==> config.mk <==
export PLATFORM = sky130hd
export DESIGN_NAME = epaper_line_formatter_unit_flat
export DESIGN_NICKNAME = d
export VERILOG_FILES = /design/src/eplf_pkg.sv /design/src/eplf_intf.sv /design/src/eplf_code_gen.sv /design/src/epaper_line_formatter_unit.sv /design/src/flat_wrapper.sv
export VERILOG_INCLUDE_DIRS = /design/src /design/src/src
export SDC_FILE = /design/constraint.sdc
export NUM_CORES = 1
export LEC_CHECK = 0
export ABC_AREA = 1
export BUFFER_PORTS_ARGS = -buffer_cell sky130_fd_sc_hd__clkbuf_2
export CAP_MARGIN = 20
export CORE_ASPECT_RATIO = 1.4
export CORE_MARGIN = 4
export CORE_UTILIZATION = 30
export CTS_BUF_LIST = sky130_fd_sc_hd__clkbuf_4 sky130_fd_sc_hd__clkbuf_8
export DETAILED_ROUTE_END_ITERATION = 12
export PLACE_DENSITY = 0.52
export REMOVE_ABC_BUFFERS = 1
export SLEW_MARGIN = 15
export SYNTH_ARGS = -nofsm -noshare
export SYNTH_HDL_FRONTEND = slang
export SYNTH_SLANG_ARGS = --single-unit
==> constraint.sdc <==
create_clock -name clk_i -period 14.44 [get_ports clk_i]
set_input_delay 1.444 -clock clk_i [delete_from_list [all_inputs] [get_ports clk_i]]
set_output_delay 1.444 -clock clk_i [all_outputs]
set_load 0.02 [all_outputs]
==> src/assert_macros.svh <==
// assertion helpers included by epaper_line_formatter_unit
`ifndef ASSERT_MACROS_SVH
`define ASSERT_MACROS_SVH

// checked on every clock edge while out of reset
`define ASSERT_CLK(name, prop, msg) \
  name: assert property (@(posedge clk_i) disable iff (!rst_ni) prop) else $error(msg);

// checked on every clock edge, reset included
`define ASSERT_ALWAYS(name, prop, msg) \
  name: assert property (@(posedge clk_i) prop) else $error(msg);

`endif

==> src/eplf_pkg.sv <==
`timescale 1ns / 1ps
package eplf_pkg;

  localparam int unsigned DEF_MAX_LINE_BYTES = 64;
  localparam int unsigned DEF_MAX_SCAN_BYTES = 64;

  localparam int CFG_W     = 7;
  localparam int CFG_IDX_W = 3;
  localparam int LINE_W    = 15;
  localparam int INDEX_W   = 6;

  localparam logic [7:0]  BYTE_AA = 8'haa;
  localparam logic [7:0]  BYTE_55 = 8'h55;
  localparam logic [15:0] WORD_AA = 16'haaaa;
  localparam logic [15:0] WORD_55 = 16'h5555;
  localparam logic [7:0]  SCAN_LO = 8'h03;
  localparam logic [7:0]  SCAN_HI = 8'hc0;

  typedef enum logic [CFG_IDX_W-1:0] {
    CFG_LINE_BYTES  = 3'd0,
    CFG_SCAN_BYTES  = 3'd1,
    CFG_MIDDLE_SCAN = 3'd2,
    CFG_LEAD_ZERO   = 3'd3,
    CFG_BORDER_MODE = 3'd4
  } cfg_idx_e;

  typedef enum logic [1:0] {
    CMD_LOAD  = 2'd0,
    CMD_BEGIN = 2'd1,
    CMD_EMIT  = 2'd2
  } cmd_e;

  typedef enum logic [1:0] {
    STAGE_COMPENSATE = 2'd0,
    STAGE_WHITE      = 2'd1,
    STAGE_INVERSE    = 2'd2,
    STAGE_NORMAL     = 2'd3
  } stage_e;

  typedef enum logic [1:0] {
    BORDER_NONE = 2'd0,
    BORDER_ZERO = 2'd1,
    BORDER_MARK = 2'd2
  } border_e;

  // where an output byte comes from
  typedef enum logic [2:0] {
    KIND_CONST   = 3'd0,
    KIND_ODD     = 3'd1,
    KIND_EVEN    = 3'd2,
    KIND_WORD_HI = 3'd3,
    KIND_WORD_LO = 3'd4
  } kind_e;

  // byte selection handed from the position stage to the code stage
  typedef struct packed {
    kind_e      kind;
    logic [7:0] const_byte;
    stage_e     stage;
    logic       use_previous;
  } sel_t;

  typedef struct packed {
    logic [1:0]        command;
    logic [INDEX_W-1:0] byte_index;
    logic [7:0]        image_byte;
    logic [7:0]        previous_byte;
    logic [LINE_W-1:0] line_number;
    logic [1:0]        drive_stage;
    logic              use_image;
    logic              use_previous;
    logic [7:0]        fill_value;
  } in_item_t;

  // pixel bit i moves to bit 2i
  function automatic logic [15:0] spread_bits(input logic [7:0] v);
    logic [15:0] r;
    r = '0;
    for (int i = 0; i < 8; i++) begin
      r[2*i] = v[i];
    end
    return r;
  endfunction

endpackage

==> src/eplf_intf.sv <==
`timescale 1ns / 1ps
interface eplf_in_if import eplf_pkg::*; ();
  logic                valid;
  logic                ready;
  logic [1:0]          command;
  logic [INDEX_W-1:0]  byte_index;
  logic [7:0]          image_byte;
  logic [7:0]          previous_byte;
  logic [LINE_W-1:0]   line_number;
  logic [1:0]          drive_stage;
  logic                use_image;
  logic                use_previous;
  logic [7:0]          fill_value;

  modport source (
    output valid, command, byte_index, image_byte, previous_byte, line_number,
           drive_stage, use_image, use_previous, fill_value,
    input  ready
  );
  modport sink (
    input  valid, command, byte_index, image_byte, previous_byte, line_number,
           drive_stage, use_image, use_previous, fill_value,
    output ready
  );
endinterface

interface eplf_out_if ();
  logic       valid;
  logic       ready;
  logic [7:0] out_byte;
  logic       last_byte;

  modport source (output valid, out_byte, last_byte, input ready);
  modport sink (input valid, out_byte, last_byte, output ready);
endinterface

==> src/eplf_code_gen.sv <==
`timescale 1ns / 1ps
module eplf_code_gen import eplf_pkg::*; (
  input  logic [7:0] image_i,
  input  logic [7:0] previous_i,
  input  sel_t       sel_i,
  output logic [7:0] byte_o
);

  logic [7:0]  e_px, e_t, e_pm, e_cd, e_m;
  logic [7:0]  o_px, o_t, o_pm, o_cd, o_m;
  logic [15:0] w_px, w_t, w_pm, w_cd, w_m;

  // even pixels, pair order reversed
  always_comb begin
    e_px = image_i & BYTE_AA;
    e_t  = (previous_i ^ e_px) & BYTE_AA;
    e_pm = sel_i.use_previous ? (e_t | (e_t >> 1)) : 8'hff;
    case (sel_i.stage)
      STAGE_COMPENSATE: e_cd = BYTE_AA | ((e_px ^ BYTE_AA) >> 1);
      STAGE_WHITE:      e_cd = BYTE_55 + ((e_px ^ BYTE_AA) >> 1);
      STAGE_INVERSE:    e_cd = BYTE_55 | (e_px ^ BYTE_AA);
      default:          e_cd = BYTE_AA | (e_px >> 1);
    endcase
    e_m = (e_cd & e_pm) | (~e_pm & BYTE_55);
  end

  // odd pixels
  always_comb begin
    o_px = image_i & BYTE_55;
    o_t  = (previous_i ^ o_px) & BYTE_55;
    o_pm = sel_i.use_previous ? (o_t | (o_t << 1)) : 8'hff;
    case (sel_i.stage)
      STAGE_COMPENSATE: o_cd = BYTE_AA | (o_px ^ BYTE_55);
      STAGE_WHITE:      o_cd = BYTE_55 + (o_px ^ BYTE_55);
      STAGE_INVERSE:    o_cd = BYTE_55 | ((o_px ^ BYTE_55) << 1);
      default:          o_cd = BYTE_AA | o_px;
    endcase
    o_m = (o_cd & o_pm) | (~o_pm & BYTE_55);
  end

  // all eight pixels as a 16 bit word
  always_comb begin
    w_px = spread_bits(image_i);
    w_t  = (spread_bits(previous_i) ^ w_px) & WORD_55;
    w_pm = sel_i.use_previous ? (w_t | (w_t << 1)) : 16'hffff;
    case (sel_i.stage)
      STAGE_COMPENSATE: w_cd = WORD_AA | (w_px ^ WORD_55);
      STAGE_WHITE:      w_cd = WORD_55 + (w_px ^ WORD_55);
      STAGE_INVERSE:    w_cd = WORD_55 | ((w_px ^ WORD_55) << 1);
      default:          w_cd = WORD_AA | w_px;
    endcase
    w_m = (w_cd & w_pm) | (~w_pm & WORD_55);
  end

  always_comb begin
    case (sel_i.kind)
      KIND_ODD:     byte_o = o_m;
      KIND_EVEN:    byte_o = {e_m[1:0], e_m[3:2], e_m[5:4], e_m[7:6]};
      KIND_WORD_HI: byte_o = w_m[15:8];
      KIND_WORD_LO: byte_o = w_m[7:0];
      default:      byte_o = sel_i.const_byte;
    endcase
  end

endmodule

==> src/epaper_line_formatter_unit.sv <==
`timescale 1ns / 1ps
// e-paper line formatter: load requests fill a line store of image and
// previous-image bytes, a begin request latches line number, drive stage,
// fill value and mask choice, and every emit request returns the next byte
// of the panel line (optional lead zero, drive-code and one-hot scan bytes
// in middle-scan or split-scan order, optional border byte), with last_byte
// on the final one. one request is taken every cycle unless the input
// stalls; an emit result passes from the input register through the line
// store read register to the output register. each stage moves when the
// stage after it is empty or moving, so bubbles are squeezed out and the
// input stalls only when the input stage, the code stage and the output
// register are all full and the output is not taken. loads, begins and
// emits past the end of a line give no result. the store has no reset and
// no clearing pass: bytes must be loaded before they are driven.
// configuration is written through cfg_we_i / cfg_index_i / cfg_data_i;
// the user must write it only while no request is in flight, the block has no check for this.
module epaper_line_formatter_unit import eplf_pkg::*; #(
  parameter int unsigned MAX_LINE_BYTES = DEF_MAX_LINE_BYTES,
  parameter int unsigned MAX_SCAN_BYTES = DEF_MAX_SCAN_BYTES
) (
  input  logic                 clk_i,
  input  logic                 rst_ni,
  input  logic                 cfg_we_i,
  input  logic [CFG_IDX_W-1:0] cfg_index_i,
  input  logic [CFG_W-1:0]     cfg_data_i,
  eplf_in_if.sink              in_if,
  eplf_out_if.source           out_if
);

`include "assert_macros.svh"

  // position counter holds up to the longest line length
  localparam int POS_W = $clog2(2 * MAX_LINE_BYTES + 2 * MAX_SCAN_BYTES + 3);
  localparam int AW    = (MAX_LINE_BYTES > 1) ? $clog2(MAX_LINE_BYTES) : 1;

  // configuration
  logic [CFG_W-1:0] cfg_line_q, cfg_scan_q;
  logic             cfg_mid_q, cfg_lead_q;
  border_e          cfg_border_q;

  // held line state
  logic [LINE_W-1:0] held_line_q;
  stage_e            held_stage_q;
  logic              held_use_img_q, held_use_prev_q;
  logic [7:0]        held_fill_q;
  logic [POS_W-1:0]  emit_pos_q;
  logic              active_q;

  // pipeline
  logic       v1_q, v2_q, ov_q;
  in_item_t   item_q;
  sel_t       sel_d, sel_q;
  logic       last_d, last2_q, last_q;
  logic [7:0] out_byte_q, code_byte;
  logic [15:0] rdata_q;

  // line store: image byte in the upper half, previous byte in the lower
  logic [15:0] store_mem [MAX_LINE_BYTES];

  logic adv_out, adv2, fire1;
  logic is_load, is_begin, is_emit, produce, store_we;

  logic [POS_W-1:0] eff_l, eff_s, total, pos_rel, addr_full, scan_b, q_rel, pos_next;
  logic [15:0]      eff_l16, eff_s16;
  logic             border_on, scan_hit;
  logic [7:0]       tail_byte;

  // handshakes: a stage moves when the one after it is empty or moving
  assign adv_out     = !ov_q || out_if.ready;
  assign adv2        = !v2_q || adv_out;
  assign in_if.ready = !v1_q || adv2;
  assign fire1       = v1_q && adv2;

  assign out_if.valid     = ov_q;
  assign out_if.out_byte  = out_byte_q;
  assign out_if.last_byte = last_q;

  // effective lengths saturate at the store and scan sizes
  assign eff_l16 = (16'(cfg_line_q) > 16'(MAX_LINE_BYTES)) ? 16'(MAX_LINE_BYTES)
                                                            : 16'(cfg_line_q);
  assign eff_s16 = (16'(cfg_scan_q) > 16'(MAX_SCAN_BYTES)) ? 16'(MAX_SCAN_BYTES)
                                                            : 16'(cfg_scan_q);
  assign eff_l   = eff_l16[POS_W-1:0];
  assign eff_s   = eff_s16[POS_W-1:0];

  assign border_on = (cfg_border_q == BORDER_ZERO) || (cfg_border_q == BORDER_MARK);
  assign tail_byte = ((cfg_border_q == BORDER_MARK) && (held_stage_q == STAGE_NORMAL))
                     ? BYTE_AA : 8'h00;

  assign total = POS_W'(cfg_lead_q) + (eff_l << 1) + (cfg_mid_q ? eff_s : (eff_s << 1))
               + POS_W'(border_on);

  assign is_load  = (item_q.command == CMD_LOAD);
  assign is_begin = (item_q.command == CMD_BEGIN);
  assign is_emit  = (item_q.command == CMD_EMIT);
  assign produce  = is_emit && active_q && (emit_pos_q < total);
  assign pos_next = emit_pos_q + POS_W'(1);
  assign last_d   = (pos_next == total);
  assign store_we = fire1 && is_load && (16'(item_q.byte_index) < 16'(MAX_LINE_BYTES));

  // byte selection for the current position
  always_comb begin
    sel_d.kind         = KIND_CONST;
    sel_d.const_byte   = 8'h00;
    sel_d.stage        = held_stage_q;
    sel_d.use_previous = held_use_prev_q;
    pos_rel   = emit_pos_q - POS_W'(cfg_lead_q);
    addr_full = '0;
    scan_b    = '0;
    q_rel     = '0;
    scan_hit  = 1'b0;
    if (cfg_lead_q && (emit_pos_q == '0)) begin
      sel_d.const_byte = 8'h00;
    end else if (cfg_mid_q) begin
      // odd pixels reversed, scan group, even pixels
      if (pos_rel < eff_l) begin
        addr_full = eff_l - POS_W'(1) - pos_rel;
        if (held_use_img_q) sel_d.kind = KIND_ODD;
        else sel_d.const_byte = held_fill_q;
      end else if (pos_rel < eff_l + eff_s) begin
        scan_b   = eff_l + eff_s - POS_W'(1) - pos_rel;
        scan_hit = (16'(held_line_q[LINE_W-1:2]) == 16'(scan_b));
        sel_d.const_byte = scan_hit ? (SCAN_LO << {held_line_q[1:0], 1'b0}) : 8'h00;
      end else if (pos_rel < (eff_l << 1) + eff_s) begin
        addr_full = pos_rel - eff_l - eff_s;
        if (held_use_img_q) sel_d.kind = KIND_EVEN;
        else sel_d.const_byte = held_fill_q;
      end else begin
        sel_d.const_byte = tail_byte;
      end
    end else begin
      // scan group for odd lines, interleaved pixels, scan group for even lines
      if (pos_rel < eff_s) begin
        scan_hit = held_line_q[0] && (16'(held_line_q[LINE_W-1:3]) == 16'(pos_rel));
        sel_d.const_byte = scan_hit ? (SCAN_HI >> {held_line_q[2:1], 1'b0}) : 8'h00;
      end else if (pos_rel < eff_s + (eff_l << 1)) begin
        q_rel     = pos_rel - eff_s;
        addr_full = eff_l - POS_W'(1) - (q_rel >> 1);
        if (!held_use_img_q) sel_d.const_byte = held_fill_q;
        else if (q_rel[0]) sel_d.kind = KIND_WORD_LO;
        else sel_d.kind = KIND_WORD_HI;
      end else if (pos_rel < (eff_s << 1) + (eff_l << 1)) begin
        scan_b   = (eff_s << 1) + (eff_l << 1) - POS_W'(1) - pos_rel;
        scan_hit = !held_line_q[0] && (16'(held_line_q[LINE_W-1:3]) == 16'(scan_b));
        sel_d.const_byte = scan_hit ? (SCAN_LO << {held_line_q[2:1], 1'b0}) : 8'h00;
      end else begin
        sel_d.const_byte = tail_byte;
      end
    end
  end

  // configuration writes
  always_ff @(posedge clk_i or negedge rst_ni) begin
    if (!rst_ni) begin
      cfg_line_q   <= CFG_W'(33);
      cfg_scan_q   <= CFG_W'(44);
      cfg_mid_q    <= 1'b1;
      cfg_lead_q   <= 1'b0;
      cfg_border_q <= BORDER_NONE;
    end else if (cfg_we_i) begin
      case (cfg_index_i)
        CFG_LINE_BYTES:  cfg_line_q   <= cfg_data_i;
        CFG_SCAN_BYTES:  cfg_scan_q   <= cfg_data_i;
        CFG_MIDDLE_SCAN: cfg_mid_q    <= cfg_data_i[0];
        CFG_LEAD_ZERO:   cfg_lead_q   <= cfg_data_i[0];
        CFG_BORDER_MODE: cfg_border_q <= border_e'(cfg_data_i[1:0]);
        default: ;
      endcase
    end
  end

  // input register
  always_ff @(posedge clk_i or negedge rst_ni) begin
    if (!rst_ni) begin
      v1_q <= 1'b0;
    end else if (in_if.ready) begin
      v1_q <= in_if.valid;
    end
  end

  always_ff @(posedge clk_i) begin
    if (in_if.ready && in_if.valid) begin
      item_q.command       <= in_if.command;
      item_q.byte_index    <= in_if.byte_index;
      item_q.image_byte    <= in_if.image_byte;
      item_q.previous_byte <= in_if.previous_byte;
      item_q.line_number   <= in_if.line_number;
      item_q.drive_stage   <= in_if.drive_stage;
      item_q.use_image     <= in_if.use_image;
      item_q.use_previous  <= in_if.use_previous;
      item_q.fill_value    <= in_if.fill_value;
    end
  end

  // held line state, position and active flag
  always_ff @(posedge clk_i or negedge rst_ni) begin
    if (!rst_ni) begin
      held_line_q     <= '0;
      held_stage_q    <= STAGE_COMPENSATE;
      held_use_img_q  <= 1'b0;
      held_use_prev_q <= 1'b0;
      held_fill_q     <= '0;
      emit_pos_q      <= '0;
      active_q        <= 1'b0;
    end else if (fire1) begin
      if (is_begin) begin
        held_line_q     <= item_q.line_number;
        held_stage_q    <= stage_e'(item_q.drive_stage);
        held_use_img_q  <= item_q.use_image;
        held_use_prev_q <= item_q.use_previous;
        held_fill_q     <= item_q.fill_value;
        emit_pos_q      <= '0;
        active_q        <= 1'b1;
      end else if (is_emit && active_q) begin
        if (produce) begin
          emit_pos_q <= pos_next;
          if (pos_next >= total) active_q <= 1'b0;
        end else begin
          // line got shorter than what was already sent
          active_q <= 1'b0;
        end
      end
    end
  end

  // line store, read data registered into the code stage
  always_ff @(posedge clk_i) begin
    if (store_we) begin
      store_mem[AW'(item_q.byte_index)] <= {item_q.image_byte, item_q.previous_byte};
    end
    if (fire1 && produce) begin
      rdata_q <= store_mem[addr_full[AW-1:0]];
    end
  end

  // code stage
  always_ff @(posedge clk_i or negedge rst_ni) begin
    if (!rst_ni) begin
      v2_q <= 1'b0;
    end else if (adv2) begin
      v2_q <= fire1 && produce;
    end
  end

  always_ff @(posedge clk_i) begin
    if (fire1 && produce) begin
      sel_q   <= sel_d;
      last2_q <= last_d;
    end
  end

  eplf_code_gen u_code_gen (
    .image_i    (rdata_q[15:8]),
    .previous_i (rdata_q[7:0]),
    .sel_i      (sel_q),
    .byte_o     (code_byte)
  );

  // output register
  always_ff @(posedge clk_i or negedge rst_ni) begin
    if (!rst_ni) begin
      ov_q <= 1'b0;
    end else if (adv_out) begin
      ov_q <= v2_q;
    end
  end

  always_ff @(posedge clk_i) begin
    if (adv_out && v2_q) begin
      out_byte_q <= code_byte;
      last_q     <= last2_q;
    end
  end

  // an emit that yields a byte reaches the code stage next cycle
  `ASSERT_CLK(a_emit_to_code, (fire1 && produce) |=> v2_q, "emit result lost before code stage")
  // the final byte of a line closes the line
  `ASSERT_CLK(a_last_closes, (fire1 && produce && last_d) |=> !active_q,
              "line still active after its final byte")
  // a full, stalled pipeline takes no request
  `ASSERT_CLK(a_full_stall, (v1_q && v2_q && ov_q && !out_if.ready) |-> !in_if.ready,
              "request taken while pipeline is full")

endmodule
==> src/flat_wrapper.sv <==
// flat-port wrapper written by rule: the top's interface ports become plain ports
module epaper_line_formatter_unit_flat import eplf_pkg::*;
#(
  parameter int unsigned MAX_LINE_BYTES = DEF_MAX_LINE_BYTES,
  parameter int unsigned MAX_SCAN_BYTES = DEF_MAX_SCAN_BYTES
)
  (clk_i, rst_ni, cfg_we_i, cfg_index_i, cfg_data_i, in_if_valid, in_if_command, in_if_byte_index, in_if_image_byte, in_if_previous_byte, in_if_line_number, in_if_drive_stage, in_if_use_image, in_if_use_previous, in_if_fill_value, in_if_ready, out_if_valid, out_if_out_byte, out_if_last_byte, out_if_ready);
  eplf_in_if in_if_i ();
  eplf_out_if out_if_i ();
  input  logic clk_i;
  input  logic rst_ni;
  input  logic cfg_we_i;
  input  logic [CFG_IDX_W-1:0] cfg_index_i;
  input  logic [CFG_W-1:0] cfg_data_i;
  input wire logic [$bits(in_if_i.valid)-1:0] in_if_valid;
  input wire logic [$bits(in_if_i.command)-1:0] in_if_command;
  input wire logic [$bits(in_if_i.byte_index)-1:0] in_if_byte_index;
  input wire logic [$bits(in_if_i.image_byte)-1:0] in_if_image_byte;
  input wire logic [$bits(in_if_i.previous_byte)-1:0] in_if_previous_byte;
  input wire logic [$bits(in_if_i.line_number)-1:0] in_if_line_number;
  input wire logic [$bits(in_if_i.drive_stage)-1:0] in_if_drive_stage;
  input wire logic [$bits(in_if_i.use_image)-1:0] in_if_use_image;
  input wire logic [$bits(in_if_i.use_previous)-1:0] in_if_use_previous;
  input wire logic [$bits(in_if_i.fill_value)-1:0] in_if_fill_value;
  output wire logic [$bits(in_if_i.ready)-1:0] in_if_ready;
  output wire logic [$bits(out_if_i.valid)-1:0] out_if_valid;
  output wire logic [$bits(out_if_i.out_byte)-1:0] out_if_out_byte;
  output wire logic [$bits(out_if_i.last_byte)-1:0] out_if_last_byte;
  input wire logic [$bits(out_if_i.ready)-1:0] out_if_ready;
  assign in_if_i.valid = in_if_valid;
  assign in_if_i.command = in_if_command;
  assign in_if_i.byte_index = in_if_byte_index;
  assign in_if_i.image_byte = in_if_image_byte;
  assign in_if_i.previous_byte = in_if_previous_byte;
  assign in_if_i.line_number = in_if_line_number;
  assign in_if_i.drive_stage = in_if_drive_stage;
  assign in_if_i.use_image = in_if_use_image;
  assign in_if_i.use_previous = in_if_use_previous;
  assign in_if_i.fill_value = in_if_fill_value;
  assign in_if_ready = in_if_i.ready;
  assign out_if_valid = out_if_i.valid;
  assign out_if_out_byte = out_if_i.out_byte;
  assign out_if_last_byte = out_if_i.last_byte;
  assign out_if_i.ready = out_if_ready;
  epaper_line_formatter_unit #(.MAX_LINE_BYTES(MAX_LINE_BYTES), .MAX_SCAN_BYTES(MAX_SCAN_BYTES)) u_core (.clk_i(clk_i), .rst_ni(rst_ni), .cfg_we_i(cfg_we_i), .cfg_index_i(cfg_index_i), .cfg_data_i(cfg_data_i), .in_if(in_if_i), .out_if(out_if_i));
endmodule
# Word level (Yosys, flattened, before mapping)

Memory sizes are Yosys's and may differ from the RTL's. A register that Yosys moved wholly into a read port is not among the register bits.
Index checks and enable logic that the tools add are counted.

Register bits after elaboration: 133
Bits in latches: 0
RAM bits: 1024
ROM bits: 0
Input port bits: 66
Output and inout port bits: 11
Memories kept: 1

Memory list:

| memory           | depth | bits a word | read ports | clocked after Yosys merged registers in | write ports | RTL line                         | text |
|---|---|---|---|---|---|---|---|
| u_core.store_mem | 64    | 16          | 1          | 1                                       | 1           | epaper_line_formatter_unit.sv:58 | `logic [15:0] store_mem [MAX_LINE_BYTES];` |

Add/sub/neg operators: 21
Multipliers: 0
Divide/modulo/power cells: 0
Order comparisons: 9
Equal/unequal tests: 20
Shift-type cells: 3
Multiplexer cells: 46
Bitwise gates (word level): 18
Reductions and logical operators: 33

Operator list:

| operator                                         | number |
|---|---|
| 2-to-1 mux 8 bit                                 | 13 |
| one-hot mux 16 bit (3 select lines)              | 1 |
| one-hot mux 8 bit (3 select lines)               | 2 |
| 2-to-1 mux 6 bit                                 | 7 |
| one-hot mux 8 bit (4 select lines)               | 1 |
| < comparator 9 bit                               | 3 |
| 2-to-1 mux 9 bit                                 | 3 |
| equality test 12 x 9 -> 1 bit                    | 2 |
| OR 8 x 7 -> 8 bit                                | 3 |
| subtractor 6 bit                                 | 4 |
| 2-to-1 mux 11 bit                                | 2 |
| < comparator 9 x 7 -> 1 bit                      | 2 |
| 2-to-1 mux 3 bit                                 | 6 |
| subtractor 9 x 1 -> 9 bit, second input constant | 2 |
| subtractor 9 bit                                 | 2 |
| adder 15 x 15 -> 16 bit, first input constant    | 1 |
| adder 7 x 7 -> 8 bit, first input constant       | 2 |
| bitwise AND 16 bit                               | 1 |
| bitwise AND 8 bit                                | 2 |
| 2-to-1 mux 16 bit                                | 1 |
| OR 15 x 16 -> 16 bit                             | 1 |
| OR 16 x 15 -> 16 bit                             | 1 |
| left shift 2 x 3 -> 8 bit, first input constant  | 2 |
| NOT 15 bit                                       | 1 |
| other kinds (41)                                 | 85 |

# Logic depth before layout (Yosys ltp)

Depth in word-level cells: 12
Gate-level depth with buffers: 37
Depth with buffers taken out: 35

# Hierarchy

From an unflattened synthesis, not the netlist that was laid out.

Cells, all modules: 5356
Area, all modules: 55876.1 um^2

Modules (own cells, without submodules):

| module                     | instances | cells an instance | area an instance (um^2) | sequential area each (um^2) |
|---|---|---|---|---|
| epaper_line_formatter_unit | 1         | 5204              | 55175.4                 | 34941.0 |
| eplf_code_gen              | 1         | 152               | 700.7                   | 0.0 |

# Least setup slack after synthesis

No wires, ideal clock.

Path kind: reg-to-reg
Start: register u_core.cfg_mid_q
End: register u_core.last2_q (enable)
Data arrival time: 4110 ps
Slack: 9786 ps
Stages on the path, launching flop included: 18
Path buffers: 1
Path through: dfstp_2 inv_1 clkbuf_1 nor2_1 nand2_1 fa_1 fa_1 o21ai_0 a21oi_1 o21ai_0 xnor2_1 ha_1 a21oi_1 a21oi_1 o21ai_0 nor3b_1 nand2_1 clkinv_1

Word-level cells in the longest chain between the ends: 6

Ends and longest elaborated chain:

| element                  | RTL line                          | text |
|---|---|---|
| start: declaration       | epaper_line_formatter_unit.sv:38  | `logic cfg_mid_q, cfg_lead_q;` |
| start signal: assignment | epaper_line_formatter_unit.sv:164 | `CFG_MIDDLE_SCAN: cfg_mid_q <= cfg_data_i[0];` |
| 2-to-1 mux 8 bit         | epaper_line_formatter_unit.sv:90  | `assign total = POS_W'(cfg_lead_q) + (eff_l << 1) + (cfg_mid_q ? eff_s : (eff_s << 1))` |
| adder 9 bit              | epaper_line_formatter_unit.sv:90  |  |
| adder 9 x 1 -> 9 bit     | epaper_line_formatter_unit.sv:91  | `+ POS_W'(border_on);` |
| < comparator 9 bit       | epaper_line_formatter_unit.sv:96  | `assign produce = is_emit && active_q && (emit_pos_q < total);` |
| logical AND 1 bit        | epaper_line_formatter_unit.sv:96  |  |
| logical AND 1 bit        | epaper_line_formatter_unit.sv:246 | `if (fire1 && produce) begin` |
| end signal: assignment   | epaper_line_formatter_unit.sv:248 | `last2_q <= last_d;` |
| end: declaration         | epaper_line_formatter_unit.sv:53  | `logic last_d, last2_q, last_q;` |

Every way passes these cells.
A chain may end at the register's enable or synchronous reset.

# Final worst setup path

Start: register u_core.cfg_line_q[5]
End: register u_core.rdata_q[9] (read register of u_core.store_mem) (data pin)

Word-level cells in the longest chain between the ends: 9

Ends and longest elaborated chain:

| element                                                                      | RTL line                          | text |
|---|---|---|
| start: declaration                                                           | epaper_line_formatter_unit.sv:37  | `logic [CFG_W-1:0] cfg_line_q, cfg_scan_q;` |
| start signal: assignment                                                     | epaper_line_formatter_unit.sv:162 | `CFG_LINE_BYTES: cfg_line_q <= cfg_data_i;` |
| > comparator 7 bit                                                           | epaper_line_formatter_unit.sv:79  | `assign eff_l16 = (16'(cfg_line_q) > 16'(MAX_LINE_BYTES)) ? 16'(MAX_LINE_BYTES)` |
| 2-to-1 mux 7 bit (*)                                                         | epaper_line_formatter_unit.sv:79  |  |
| parallel branches: the longest is 7 deep, another holds adder 1 x 8 -> 9 bit | n/a                               |  |
| end: declaration                                                             | epaper_line_formatter_unit.sv:55  | `logic [15:0] rdata_q;` |

Every way passes the cells marked *.

==> key figures <==
Floorplanning
  – DIE AREA: ~190000 sq um
  – I/O pin count: 77
  – Die Y: 518 microns
  – Horiz. Die Dim: 372 microns
  – Core Region: approximately 180000 sq um
  – Initial Util: 0.303
  – Rows: 186

Finish
  – Share of cells above drive strength 1: 0.0980
  – Layout net count: 5555
  – Final core utilization: 0.340
  – Most common cell after layout, fill and taps aside: nand3_1
  – Most frequent cells in the layout: nand3_1, edfxtp_1, nand2_1
  – Non-Filler Instances: 7967
  – Layout area overhead: 12.4%

Route
  – DRT Wirelength: between 150000 and 200000 microns
  – Antenna-violating nets left: 0
  – Initial DRC count: 3126
  – Router iterations before antenna repair: 6
  – Vias per cell: slightly below 5
  – DR vias: 39426
  – Routed len/inst: 21.9 microns
  – DRC: 0

Status
  – Status: completed

CTS
  – H-tree levels: 4
  – Root Buffer: clkbuf_8
  – Post-CTS resize count: 0
  – Hold_buf cts: 0
  – Clk slew on worst S/H paths: roughly 0.070 ns
  – Later-pin clock latency in the skew report: 0.93 ns
  – Cts bufs inserted: 185
  – Post-CTS Setup Inserts: 0
  – CTS sink cnt: 1173
  – CTS max path bufs: 3
  – TritonCTS clock tree: done

Synth
  – Synth top area cells: edfxtp_1, nand3_1, nand2_1
  – Post-synthesis mux area share: 0.00162
  – Cell variety after synth: 49
  – Syn Area/Cell: roughly 11 sq um
  – Mapped Area: 55700 sq um
  – Top_reg_cell synth: edfxtp_1
  – Largest family of logic cells by synthesized area: simple AND/OR/NAND/NOR gates
  – Compound-Gate Fraction of Synth Area: 0.0235
  – Xor/xnor cell area share of the yosys netlist: 0.0128
  – Synth top area share: 0.601
  – Post-Synth Adder-Cell Area: 0.0280
  – Cell taking the most area after synthesis: edfxtp_1
  – Synth Area in Simple Gates: 0.231
  – Syn Inst Count: 5282
  – Post-synth EDFFs: between 1000 and 1500
  – Seq cells post-synth: 1173
  – Async set or reset register ratio after synthesis: 0.0494
  – Warnings, synthesis: 0
  – Sequential area share after synthesis: 0.627

GRT
  – First-pass GRT wire length: 256000 microns
  – Grt met2 use: 0.316
  – Antenna violations before repair: 5
  – GR Util met3: 0.0292
  – Global routing usage on met1: 0.204
  – Vias in the first global route: 39047
  – Most crowded layer after global routing: met2
  – All-Layer GR Usage: 0.177
  – Overflow after GRT: 0
  – Largest net degree at the start of global routing: ~210

Placed design
  – # port buffers: 76
  – Gpl congestion: roughly 0.91
  – DP HPWL: ~99000 microns
  – Placed Cells incl. Taps: 7628

Setup path
  – Worst Setup End Kind: flop
  – Slowest CP cell: buf_4
  – CP required: 15.10 ns
  – Critical R2R Launch: u_core.cfg_line_q[5]
  – Worst Path Class, Setup: flop to flop
  – Crit-path most repeated cell: nand3_1
  – Crit-path max cell delay: 0.92 ns
  – Reg2reg setup slack: between 5 and 6 ns
  – Data arrival time of the worst path: a little over 9 ns
  – CP startpoint kind: flop
  – Worst-path maximum fanout: 126
  – Reg2reg end: u_core.rdata_q[9]
  – Worst reg2reg path depth: 30

Timing
  – RSZ-0062 raised after global routing: no
  – Worst Skew: slightly below 0.07 ns
  – Setup tns final: 0 ns
  – Worst-margin pin slew: 1.33 ns
  – Hold_ws: roughly 0.43 ns
  – Fin. Hold Viols: 0
  – Crit path time final: approximately 8.7 ns
  – Final setup viols: 0
  – F_max: 115 MHz
  – Fin crit share: 0.600
  – Final Max Slew Viols: 0
  – Slew HR: 0.116

Worst hold path
  – Hold EP: u_core.out_if.last_byte
  – Worst Hold Class: flop to flop
  – Hold Path Cell Cnt: 0
  – Min-delay src: u_core.last2_q

Flow run
  – Max-cap viol count: 0
## metrics by stage
stage	setup WS [ns]	cell area (sq um)
final	5.78	62700
after global routing	5.13	62600
after CTS	5.82	62600
after detailed placement	5.83	58800
after global placement	5.95	58800
after floorplan	-9.29	54300
## cell usage after synthesis (2+ instances only)
master and instances:
nand3_1 1176, edfxtp_1 1115, nand2_1 859, inv_1 745
nand3b_1 377, buf_2 242, nor2_1 158, ha_1 107
a21oi_1 83, o21ai_0 79, dfrtp_1 52, xor2_1 52
clkbuf_1 38, xnor2_1 24, nor3_1 22, o211ai_1 15
buf_1 13, fa_1 11, or2_2 11, a21o_1 9
mux2_2 8, a31oi_1 7, nand4_1 7, nor4_1 7
a221oi_1 6, dfstp_2 6, nand2_2 6, inv_2 5
o21bai_1 5, a21boi_0 4, o21a_1 4, clkinv_1 3
nor3b_1 3, xor2_2 3, a41oi_1 2, nor2_2 2
o21ai_1 2, o221ai_1 2, o31ai_1 2
## cell families after synthesis
family                   count (synthesis)
AND/OR/NAND/NOR                       2630
flip-flops                            1173
buffers and inverters                 1047
AO/OA/AOI/OAI                          227
adder cells (fa/ha/maj)                118
XOR/XNOR                                79
multiplexers                             8
## area by class of cell
cell class / count / area (sq um)
Clock inverter: 94 / 827
Tap cell: 2444 / 3060
Antenna cell: 5 / 12.5
Inverter: 753 / 2830
Sequential cell: 1173 / 34900
Clock buffer: 240 / 2980
Fill cell: 18356 / 121000
Multi-Input combinational cell: 3062 / 16700
Timing Repair Buffer: 196 / 1340
## flip-flops by register name, summed over array words and instances (netlist names)
| signal | count |
|---|---|
| u_core.cfg_border_q | 2 |
| u_core.store_mem | 1024 |
| u_core.cfg_mid_q | 1 |
| u_core.v1_q | 1 |
| u_core.out_if.valid | 1 |
| u_core.active_q | 1 |
| u_core.cfg_scan_q | 7 |
| u_core.item_q | 51 |
| u_core.held_stage_q | 2 |
| u_core.cfg_lead_q | 1 |
| u_core.held_use_prev_q | 1 |
| u_core.emit_pos_q | 9 |
| u_core.out_if.last_byte | 1 |
| u_core.cfg_line_q | 7 |
| u_core.rdata_q | 16 |
| u_core.held_line_q | 15 |
| u_core.held_use_img_q | 1 |
| u_core.v2_q | 1 |
| u_core.held_fill_q | 8 |
| u_core.sel_q | 14 |
| u_core.last2_q | 1 |
| u_core.out_if.out_byte | 8 |
## routing by layer
layer	routed length [microns]	part of all wire
met3	9360	0.054
met5	23	0.00013
met2	89100	0.51
met4	8800	0.050
met1	67200	0.39
## critical path, delay by kind of cell (launching register included)
family          cells  cell delay [ns]
fa+ha+maj           3             1.12
simple gates       17             3.23
compound gates      5             0.63
flops               1             0.55
xor+xnor            1             0.30
buf+inv             4             2.15
## how the worst max path moves through the flow
stage / endpoint / slack, ns / depth (start not counted) / from
floorplan: u_core.rdata_q[15] / -9.29 / 31 / u_core.cfg_line_q[5]
global placement: u_core.rdata_q[13] / 5.95 / 30 / u_core.cfg_line_q[5]
detailed placement: u_core.rdata_q[9] / 5.83 / 30 / u_core.cfg_line_q[5]
CTS: u_core.rdata_q[9] / 5.82 / 30 / u_core.cfg_line_q[5]
global route: u_core.rdata_q[9] / 5.13 / 34 / u_core.cfg_line_q[5]
finish: u_core.rdata_q[9] / 5.78 / 30 / u_core.cfg_line_q[5]
Power is not shown: default switching activity piles up to over one toggle a cycle in this logic, so the estimate is an artifact.
